<file path="src/design/stlb_pkg.sv">
// stlb_pkg: shared constants, codes, types and helpers of the scrolling text line buffer
// depends on nothing; used by every other file of the block but stlb_ram
package stlb_pkg;

	localparam int MAX_LINES  = 22;
	localparam int LINE_CAP   = 96;
	// one extra slot holds the partial line, so a commit never copies text
	localparam int RING_SLOTS = MAX_LINES + 1;

	localparam int SLOT_W     = $clog2(RING_SLOTS);
	localparam int COL_W      = $clog2(LINE_CAP);
	localparam int COUNT_W    = $clog2(MAX_LINES + 1);
	localparam int LINE_IDX_W = 5;
	localparam int OP_W       = 2;
	localparam int BYTE_W     = 8;
	localparam int RAM_DEPTH  = RING_SLOTS * LINE_CAP;
	localparam int ADDR_W     = $clog2(RAM_DEPTH);

	localparam logic [OP_W-1:0] OP_WRITE = 2'd0;
	localparam logic [OP_W-1:0] OP_READ  = 2'd1;
	localparam logic [OP_W-1:0] OP_CLEAR = 2'd2;

	localparam logic [BYTE_W-1:0] CH_LF          = 8'd10;
	localparam logic [BYTE_W-1:0] CH_CR          = 8'd13;
	localparam logic [BYTE_W-1:0] CH_SPACE       = 8'd32;
	localparam logic [BYTE_W-1:0] CH_FIRST_PRINT = 8'd32;
	localparam logic [BYTE_W-1:0] CH_DEL         = 8'd127;

	typedef struct packed {
		logic accept;     // input transaction taken this cycle
		logic load_read;  // ram read data is valid this cycle
	} ctrl_cmd_t;

	typedef struct packed {
		logic is_read;    // offered item is a read op
	} dp_status_t;

	function automatic logic [SLOT_W-1:0] wrap_slot(input logic [SLOT_W:0] s);
		if (s >= (SLOT_W+1)'(RING_SLOTS))
			return SLOT_W'(s - (SLOT_W+1)'(RING_SLOTS));
		else
			return SLOT_W'(s);
	endfunction

	function automatic logic [BYTE_W-1:0] clean_byte(input logic [BYTE_W-1:0] b);
		return (b >= CH_FIRST_PRINT && b < CH_DEL) ? b : CH_SPACE;
	endfunction

endpackage

</file>
<file path="src/design/stlb_ctrl.sv">
// stlb_ctrl: handshake controller, sequences accept, ram read wait and result hold
// depends on stlb_pkg for command and status types
module stlb_ctrl (
	input  logic                   clk,
	input  logic                   arst_n,
	input  logic                   in_valid,
	output logic                   in_ready,
	output logic                   out_valid,
	input  logic                   out_ready,
	input  stlb_pkg::dp_status_t   status,
	output stlb_pkg::ctrl_cmd_t    cmd
);

	localparam logic [1:0] S_IDLE = 2'd0;
	localparam logic [1:0] S_WAIT = 2'd1;
	localparam logic [1:0] S_OUT  = 2'd2;

	logic [1:0] state_q, state_d;

	always_comb begin
		state_d       = state_q;
		in_ready      = 1'b0;
		out_valid     = 1'b0;
		cmd.accept    = 1'b0;
		cmd.load_read = 1'b0;
		unique case (state_q)
			S_IDLE: begin
				in_ready = 1'b1;
				if (in_valid) begin
					cmd.accept = 1'b1;
					state_d    = status.is_read ? S_WAIT : S_OUT;
				end
			end
			S_WAIT: begin
				cmd.load_read = 1'b1;
				state_d       = S_OUT;
			end
			S_OUT: begin
				out_valid = 1'b1;
				if (out_ready)
					state_d = S_IDLE;
			end
			default: state_d = S_IDLE;
		endcase
	end

	always_ff @(posedge clk or negedge arst_n) begin
		if (!arst_n)
			state_q <= S_IDLE;
		else
			state_q <= state_d;
	end

endmodule

</file>
<file path="config.mk">
export PLATFORM = sky130hd
export DESIGN_NAME = stlb_ctrl
export DESIGN_NICKNAME = d
export VERILOG_FILES = /design/src/design/stlb_pkg.sv /design/src/design/stlb_ctrl.sv
export SDC_FILE = /design/constraint.sdc
export NUM_CORES = 1
export LEC_CHECK = 0
export ABC_AREA = 1
export BUFFER_PORTS_ARGS = -buffer_cell sky130_fd_sc_hd__buf_2
export CORE_AREA = 2 2 39 41
export DETAILED_ROUTE_END_ITERATION = 8
export DIE_AREA = 0 0 41 43
export PLACE_DENSITY_LB_ADDON = 0.25
export SYNTH_ARGS = -nofsm -noshare
export SYNTH_HDL_FRONTEND = slang
export SYNTH_SLANG_ARGS = --single-unit
</file>
<file path="constraint.sdc">
create_clock -name clk -period 0.9 [get_ports clk]
set_input_delay 0 -clock clk [delete_from_list [all_inputs] [get_ports clk]]
set_output_delay 0 -clock clk [all_outputs]
set_load 0.05 [all_outputs]
</file>
== Word level (Yosys, flattened, before mapping) ==
Index checks and enable logic that the tools add are counted.

* Muxes and demuxes: 9
* Reductions and logical operators: 2
* Equal/unequal tests: 4

{| class="wikitable"
|+ Operators with widths
! kind !! count
|-
| 2-bit two-way mux || 3
|-
| 2-bit case mux with 3 select lines || 1
|-
| 1-bit two-way mux || 5
|-
| 2-bit inequality test, second input constant || 2
|-
| 2-bit by 1-bit equality test with 1-bit output, second input constant || 1
|-
| 2-bit equality test, second input constant || 1
|-
| 2-bit zero test || 1
|-
| 2-bit AND reduction || 1
|}

* Word-level logic and storage cells: 16
* Bits in registers: 2

== Depth between registers and ports, before layout ==
Gate-level depths: netlist of run 1.

* Depth in word-level cells: 3
* Depth in mapped cells: 3
* Gate-level depth less buffers: 3

== Worst setup path before layout of run 1 ==
Ideal clock, no wire load.

* Kind: register to output
* Start point: reg state_q[1]
* End point: out cmd[1] in the netlist's numbering
* Path slack: -0.254 ns
* Arrival: 1.154 ns
* Stages on the path, launching flop included: 4
* Cell sequence: dfrtp_1 > inv_2 > nand2_2 > nor2_1

{| class="wikitable"
|+ RTL lines
! what !! line !! RTL
|-
| start: declaration || stlb_ctrl.sv:18 || <nowiki>logic [1:0] state_q, state_d;</nowiki>
|-
| start signal: assignment || stlb_ctrl.sv:51 || <nowiki>state_q <= state_d;</nowiki>
|-
| end: declaration || stlb_ctrl.sv:11 || <nowiki>output stlb_pkg::ctrl_cmd_t cmd</nowiki>
|}

==> flow_metrics.py, run 1 <==
metrics = {
    "cells_and_area": {
        "diodes": 0,
        "multi_input_area_um2": 60.1,
        "area_delta_synth_final_pct": 167,
        "n_fill_cell": 152,
        "final_cell_mix": "buf_4 (7), inv_2 (4), buf_2 (4)",
        "final_common_cell": "buf_4",
        "largest_reg_flops": 2,
        "postLayoutCoreUtil_pct": 22.7,
        "reg_top3": "state_q x2",
        "regMostFlops": "state_q",
        "drive_above_1_share_pct": 74.3,
        "fin_area_um2": 314,
        "nets": 42,
        "ff_latch_area_um2": 50.0,
    },
    "flow_run": {
        "maxCapViolations": 0,
    },
    "sta": {
        "tightest_slew_ns": 0.142,
        "finalHoldViolCount": 0,
        "period_minus_slack_ns": 1.03,
        "slew_viol_final": 0,
        "slew_headroom_pct": 90.5,
        "period_share_pct": 114,
        "fmax_ghz": 0.973,
        "finClkSkew_ns": 0.00106,
        "fin_ws_ns": -0.128,
        "finalSetupViolCount": 6,
        "rsz0062_at_grt": "yes",
        "tns_ns": -0.491,
        "whs_ns": 0.0307,
    },
    "drt": {
        "routed_via_density": 3.12,
        "drtPass1Iterations": 3,
        "drc": 0,
        "drt_iter0_markers": 3,
        "wire_per_inst_um": 7.82,
        "wl_um": 399,
        "drtAntennaViolNets": 0,
        "via_count": 159,
    },
    "placed_design": {
        "hpwl_um": 252,
        "gp_congestion": 0.670,
        "port_buffers": 8,
        "preCtsSetupSlack_ns": 0.0298,
        "post_dp_cell_area_um2": 190,
    },
    "critical_path": {
        "slowest_delay_ns": 0.40,
        "worst_setup_path_start_kind": "register",
        "crit_arrival_ns": 1.03,
        "crit_chain": "inv_2 -> nand2_4 -> nor2_4 -> buf_8",
        "required_ns": 0.90,
        "crit_slowest_cell": "dfrtp_1",
        "cp_max_fo": 3,
        "cp-end-kind": "output pin",
        "path_class": "register to output pin",
    },
    "floorplanning": {
        "dieArea_um2": 1760,
        "die_w_um": 41,
        "num_rows": 14,
        "io_pins": 9,
        "core_area_um2": 1380,
        "die_h_um": 43,
        "initial_core_util_pct": 8.50,
    },
    "clocking": {
        "clkLatencyLatePin_ns": 0.22,
        "cts_tree": "built",
        "cts.sinks": 2,
        "cts_max_level": 1,
        "clockBufferDepth": 2,
        "cts.clk_slew.worst_paths_ns": 0.03,
        "cts-buffers-inserted": 3,
        "root_buffer": "clkbuf_4",
    },
    "run_status": {
        "outcome": "complete, but fails checks",
        "violations": "setup timing",
    },
    "synth": {
        "synth_seq_area_share_pct": 42.6,
        "ys_ff_latch": 2,
        "synthCells": 16,
        "syn_nets": 21,
        "syn_area_per_cell_um2": 7.35,
        "yosys.area.top_type": "dfrtp_1",
        "synth_area_um2": 118,
        "synth_warnings": 0,
        "synth_top_area_share_pct": 42.6,
        "ys_types": 9,
        "yosys-top-cells-area": "dfrtp_1 (43%), inv_1 (13%), nand3_1 (8.5%)",
    },
    "global_route": {
        "grt_pass1_wl_um": 558,
        "first_global_vias": 156,
        "grt_usage_pct": 5.22,
        "grt_overflow_total": 0,
        "antenna_found_initial": 0,
        "grt_start_max_net_pins": 5,
    },
    "power_and_ir_drop": {
        "power_leakage_nw": 0.168,
        "powerDensity_nw_per_um2": 2400,
        "ir_worst_vdd_uv": 752,
    },
    "worst_hold_path": {
        "min_path_type": "input pin to register",
    },
}
==> path summary, 6_finish.rpt <==
check	slack, ns	from	cells past startpoint	end
max	-0.13	state_q[0]	4	cmd[1]
min in group asynchronous	0.10	arst_n	2	state_q[1]
max in group asynchronous	0.70	arst_n	2	state_q[0]
min reg2reg	0.62	state_q[0]	2	state_q[1]
max reg2reg	-0.09	state_q[0]	5	state_q[0]
min	0.03	status	3	state_q[0]
==> where the power goes <==
group | internal, mW | total, mW | switching, mW
logic | 0.202 | 0.441 | 0.239
clock network | 0.147 | 0.197 | 0.0497
registers | 0.106 | 0.117 | 0.0113
total | 0.455 | 0.755 | 0.300
==> Yosys cell counts <==
library cell / n
inv_1: 4
dfrtp_1: 2
inv_2: 2
nand2_1: 1
nor2_1: 2
nand2_2: 1
nand3b_1: 1
nor3_2: 1
nand3_1: 2
==> routing by layer <==
metal	track usage, %	routed length (um)	vias up
met1	6.43	188	65
li1	-	-	85
met5	0	0	-
met3	3.66	44	0
met2	5.00	166	9
met4	6.00	0	0
==> area by class of cell <==
cell class                      instances  area share (%)
Clock buffer                            3            7.17
Inverter                                6            7.17
Multi-Input combinational cell          8            19.1
Sequential cell                         2            15.9
Tap cell                               16            6.37
Timing Repair Buffer                   16            44.2
==> worst max-delay path: cells and delay by family (launching register included) <==
kind                   cells  cell delay [ns]
AND/OR/NAND/NOR            2             0.16
flip-flops                 1             0.40
buffers and inverters      2             0.24
==> stage by stage <==
| stage | power [mW] | std cells |
|---|---|---|
| after floorplan | 0.313 | 16 |
| after global placement | 0.384 | 41 |
| after detailed placement | 0.382 | 41 |
| after CTS | 0.715 | 48 |
| after global routing | 0.796 | 51 |
| final | 0.755 | 51 |
==> cell families (layout without fill, tap and decap cells) <==
group                  count (synthesis)  in the layout  synth area share (%)
DFF                                    2              2                  42.6
buffers and inverters                  6             25                  19.1
and+or+nand+nor                        8              8                  38.3
==> what timing repair did <==
action	4_1_cts	5_1_grt
gates cloned	0	0
pin swaps	1	1
hold buffers	1	0
setup buffers	3	3
endpoints found under the hold margin	2	0
endpoints found under the setup margin	4	6
resized for setup	12	3
No activity file was read; power rests on OpenSTA's default activity.
==> run 2, diff against run 1 <==
--- a/config.mk
+++ b/config.mk
@@ -11,6 +11,7 @@
 export DETAILED_ROUTE_END_ITERATION = 8
 export DIE_AREA = 0 0 41 43
 export PLACE_DENSITY_LB_ADDON = 0.25
+export SLEW_MARGIN = 25
 export SYNTH_ARGS = -nofsm -noshare
 export SYNTH_HDL_FRONTEND = slang
 export SYNTH_SLANG_ARGS = --single-unit
==> constraint.sdc (replaced) <==
create_clock -name clk -period 0.85 [get_ports clk]
set_input_delay 0 -clock clk [delete_from_list [all_inputs] [get_ports clk]]
set_output_delay 0 -clock clk [all_outputs]
set_load 0.05 [all_outputs]
==> run 2 against run 1 <==
  * Combinational power is 2% higher
  * The run still ends with setup timing left
  * Critical path type unchanged
  * Largest cell class unchanged
  * Cell count is the same
  * Clock-buffer cell count stayed put
==> flow_metrics.py, run 2 (synthesis results as in run 1) <==
metrics = {
    "run_status": {
        "outcome": "complete, but fails checks",
        "violations": "setup timing",
    },
    "cells_and_area": {
        "drive_above_1_share_pct": 71.4,
        "largest_reg_flops": 2,
        "n_fill_cell": 156,
        "reg_top3": "state_q x2",
        "final_common_cell": "buf_4",
        "multi_input_area_um2": 60.1,
        "final_cell_mix": "buf_4 (7), buf_2 (4)",
        "postLayoutCoreUtil_pct": 22.2,
        "nets": 42,
        "area_delta_synth_final_pct": 161,
        "final_cells": 51,
        "regMostFlops": "state_q",
        "ff_latch_area_um2": 50.0,
        "diodes": 0,
    },
    "drt": {
        "drtPass1Iterations": 2,
        "via_count": 174,
        "wire_per_inst_um": 7.63,
        "drt_iter0_markers": 2,
        "routed_via_density": 3.41,
        "drc": 0,
        "wl_um": 389,
        "drtAntennaViolNets": 0,
    },
    "critical_path": {
        "cp-end-kind": "output pin",
        "slowest_delay_ns": 0.40,
        "worst_setup_path_start_kind": "register",
        "crit_chain": "inv_2 -> nand2_4 -> nor2_4 -> buf_6",
        "crit_arrival_ns": 1.03,
        "crit_slowest_cell": "dfrtp_1",
        "required_ns": 0.85,
        "cp_max_fo": 3,
        "path_class": "register to output pin",
    },
    "floorplanning": {
        "io_pins": 9,
        "initial_core_util_pct": 8.50,
        "die_w_um": 41,
        "dieArea_um2": 1760,
        "die_h_um": 43,
        "num_rows": 14,
        "core_area_um2": 1380,
    },
    "clocking": {
        "cts_max_level": 1,
        "root_buffer": "clkbuf_4",
        "cts-buffers-inserted": 3,
        "clockBufferDepth": 2,
        "cts_tree": "built",
        "clkLatencyLatePin_ns": 0.23,
        "cts.clk_slew.worst_paths_ns": 0.03,
        "cts.sinks": 2,
    },
    "sta": {
        "finClkSkew_ns": 0.00304,
        "slew_headroom_pct": 90.4,
        "finalSetupViolCount": 6,
        "fin_ws_ns": -0.175,
        "rsz0062_at_grt": "yes",
        "finalHoldViolCount": 0,
        "period_share_pct": 121,
        "fmax_ghz": 0.975,
        "period_minus_slack_ns": 1.03,
        "tightest_slew_ns": 0.144,
        "tns_ns": -0.725,
        "slew_viol_final": 0,
    },
    "flow_run": {
        "maxCapViolations": 0,
    },
    "global_route": {
        "grt_usage_pct": 6.42,
        "grt_start_max_net_pins": 5,
        "grt_pass1_wl_um": 655,
        "grt_overflow_total": 0,
        "antenna_found_initial": 0,
        "first_global_vias": 175,
    },
    "placed_design": {
        "preCtsSetupSlack_ns": -0.0211,
        "dp.cells": 43,
        "gp_congestion": 0.634,
        "port_buffers": 8,
        "hpwl_um": 249,
    },
    "power_and_ir_drop": {
        "power_mw": 0.788,
        "power_leakage_nw": 0.168,
        "powerDensity_nw_per_um2": 2570,
        "ir_worst_vdd_uv": 691,
    },
    "worst_hold_path": {
        "min_path_type": "input pin to register",
    },
}
run 2: what timing repair did:
| action | in CTS | in global routing |
|---|---|---|
| buffers inserted | 4 | 0 |
| endpoints found under the setup margin | 4 | 6 |
| hold endpoints to repair | 2 | 0 |
| resized for setup | 12 | 0 |
| hold buffers | 1 | 0 |
| pin swaps | 0 | 0 |
run 2: through the flow:
| stage | hold slack, ns | instance area, um^2 |
|---|---|---|
| floorplan | -0.296 | 123 |
| global placement | -0.206 | 205 |
| detailed placement | -0.206 | 205 |
| CTS | 0.0165 | 307 |
| global route | 0.0322 | 307 |
| finish | 0.0266 | 307 |
run 2: critical path: cells and delay by family (launching register included):
kind                   cells  cell delay [ns]
DFF                        1             0.40
and+or+nand+nor            2             0.15
buffers and inverters      2             0.25
run 2: layout make-up:
cell class | count | share of cell area [%]
repair buffers | 16 | 42.9
multi-input cells | 8 | 19.6
flip-flops and latches | 2 | 16.3
clock buffers | 3 | 7.35
inverters | 6 | 7.35
well taps | 16 | 6.53
run 2: metal layers:
layer | vias up | wire length [um] | GRT usage [%]
li1 | 87 | - | -
met3 | 2 | 46 | 3.14
met5 | - | 0 | 0
met4 | 0 | 19 | 10.0
met2 | 11 | 154 | 6.56
met1 | 74 | 169 | 7.05
run 2: worst paths after layout:
| path | from | to | slack (ns) | depth (start not counted) |
|---|---|---|---|---|
| max in group asynchronous | arst_n | state_q[1] | 0.65 | 2 |
| max reg2reg | state_q[0] | state_q[1] | -0.10 | 5 |
| max | state_q[0] | cmd[1] | -0.18 | 4 |
| min reg2reg | state_q[0] | state_q[1] | 0.59 | 2 |
| min | status | state_q[0] | 0.03 | 3 |
| min in group asynchronous | arst_n | state_q[0] | 0.10 | 2 |
run 2: where the power goes:
part           leakage [nW]  internal (mW)  switching, mW  total [mW]
sequential           0.0258          0.112         0.0123       0.124
clock                0.0138          0.156         0.0567       0.213
combinational         0.129          0.203          0.248       0.451
==> run 3, diff against run 2 <==
--- a/config.mk
+++ b/config.mk
@@ -10,7 +10,7 @@
 export CORE_AREA = 2 2 39 41
 export DETAILED_ROUTE_END_ITERATION = 8
 export DIE_AREA = 0 0 41 43
-export PLACE_DENSITY_LB_ADDON = 0.25
+export PLACE_DENSITY = 0.32
 export SLEW_MARGIN = 25
 export SYNTH_ARGS = -nofsm -noshare
 export SYNTH_HDL_FRONTEND = slang
==> run 3 against run 2 <==
  * Sequential cell count unchanged
  * Critical path depth unchanged
  * First-iteration DRC count up 50%
  * Largest cell class unchanged
  * Routed wire length up 3.3%
  * Critical endpoint unchanged
  * Clock power down 2%
  * The run still ends with setup timing left
  * Maximum frequency down 1.7%
==> flow_metrics.py, run 3 (synthesis results as in run 1) <==
metrics = {
    "sta": {
        "fin_ws_ns": -0.193,
        "finalHoldViolCount": 0,
        "finalSetupViolCount": 6,
        "rsz0062_at_grt": "yes",
        "slew_headroom_pct": 90.9,
        "slew_viol_final": 0,
        "tightest_slew_ns": 0.137,
        "period_share_pct": 123,
        "period_minus_slack_ns": 1.04,
        "fmax_ghz": 0.958,
        "finClkSkew_ns": 0.00278,
    },
    "run_status": {
        "violations": "setup timing",
        "outcome": "complete, but fails checks",
    },
    "floorplanning": {
        "die_w_um": 41,
        "core_area_um2": 1380,
        "num_rows": 14,
        "dieArea_um2": 1760,
        "initial_core_util_pct": 8.50,
        "io_pins": 9,
        "die_h_um": 43,
    },
    "flow_run": {
        "maxCapViolations": 0,
    },
    "cells_and_area": {
        "largest_reg_flops": 2,
        "reg_top3": "state_q x2",
        "regMostFlops": "state_q",
        "drive_above_1_share_pct": 68.6,
        "final_common_cell": "buf_4",
        "diodes": 0,
        "nets": 42,
        "final_cell_mix": "buf_4 (7), inv_1 (4), buf_2 (4), buf_6 (4), clkbuf_4 (3)",
        "area_delta_synth_final_pct": 157,
        "final_cells": 51,
    },
    "global_route": {
        "first_global_vias": 161,
        "grt_pass1_wl_um": 641,
        "grt_usage_pct": 6.12,
        "grt_start_max_net_pins": 5,
        "grt_overflow_total": 0,
        "antenna_found_initial": 0,
    },
    "clocking": {
        "root_buffer": "clkbuf_4",
        "clkLatencyLatePin_ns": 0.22,
        "cts.sinks": 2,
        "cts_max_level": 1,
        "cts_tree": "built",
        "cts.clk_slew.worst_paths_ns": 0.03,
        "cts-buffers-inserted": 3,
        "clockBufferDepth": 2,
    },
    "critical_path": {
        "reg2reg_from": "state_q[1]",
        "cp_max_fo": 4,
        "path_class": "register to output pin",
        "worst_setup_path_start_kind": "register",
        "ff2ff_setup_slack_ns": -0.12,
        "required_ns": 0.85,
        "r2r-end": "state_q[0]",
        "crit_arrival_ns": 1.04,
        "cp-end-kind": "output pin",
        "r2r_cells": 5,
    },
    "drt": {
        "wire_per_inst_um": 7.88,
        "drt_iter0_markers": 3,
        "drtAntennaViolNets": 0,
        "drtPass1Iterations": 2,
        "drc": 0,
        "wl_um": 402,
        "routed_via_density": 3.22,
        "via_count": 164,
    },
    "worst_hold_path": {
        "min_to": "state_q[0]",
        "min_path_type": "input pin to register",
        "hold_depth": 3,
        "hold_start": "status",
    },
    "power_and_ir_drop": {
        "ir_worst_vdd_uv": 797,
        "power_leakage_nw": 0.168,
        "powerDensity_nw_per_um2": 2550,
    },
    "placed_design": {
        "dp.cells": 44,
        "preCtsSetupSlack_ns": -0.0286,
        "port_buffers": 8,
        "gp_congestion": 0.553,
        "hpwl_um": 277,
    },
}
run 3: final cells by class:
type	instances	area (um^2)
clock buffer	3	22.5
sequential	2	50.0
inverter	6	22.5
tap	16	20.0
fill	156	1080
timing repair buffer	16	128
multi-input combinational	8	60.1
run 3: what timing repair did:
action	in CTS	in global routing
buffers inserted	1	2
hold endpoints to repair	2	0
gates resized for setup	8	2
endpoints found under the setup margin	5	6
hold buffers	1	0
pin swaps	1	3
run 3: worst max-delay path: stages, from the launching register on:
cell     delay (ns)
dfrtp_1        0.38
inv_2          0.11
nand2_4        0.07
nor2_4         0.10
buf_6          0.16
run 3: where the power goes:
group | internal [mW] | switching (mW)
registers | 0.112 | 0.0124
logic | 0.195 | 0.243
clock network | 0.156 | 0.0533
total | 0.463 | 0.309
run 3: worst max path at each step:
stage          startpoint     end  slack [ns]  cells past startpoint
5_1_grt        state_q[1]  cmd[1]       -0.24                      4
3_3_place_gp   state_q[1]  cmd[1]       -0.02                      4
3_5_place_dp   state_q[1]  cmd[1]       -0.03                      4
2_1_floorplan  state_q[1]  cmd[1]       -0.09                      3
4_1_cts        state_q[1]  cmd[1]       -0.20                      4
6_report       state_q[1]  cmd[1]       -0.19                      4
run 3: per-layer routing:
metal,global-route usage [%],wire [um]
met5,0,0
met4,6.00,0
met3,4.71,44
met2,6.25,166
met1,7.40,191
run 3: per-stage QoR:
step	hold slack [ns]	power [mW]	util, %	area [um^2]	setup TNS [ns]
5_1_grt	0.0312	0.831	21.9	303	-1.20
3_5_place_dp	-0.205	0.448	15.4	213	-0.0286
6_report	0.0264	0.772	21.9	303	-0.860
4_1_cts	0.0183	0.745	20.1	278	-0.703
3_3_place_gp	-0.209	0.443	15.4	213	-0.0153
2_1_floorplan	-0.296	0.331	-	123	-0.0867
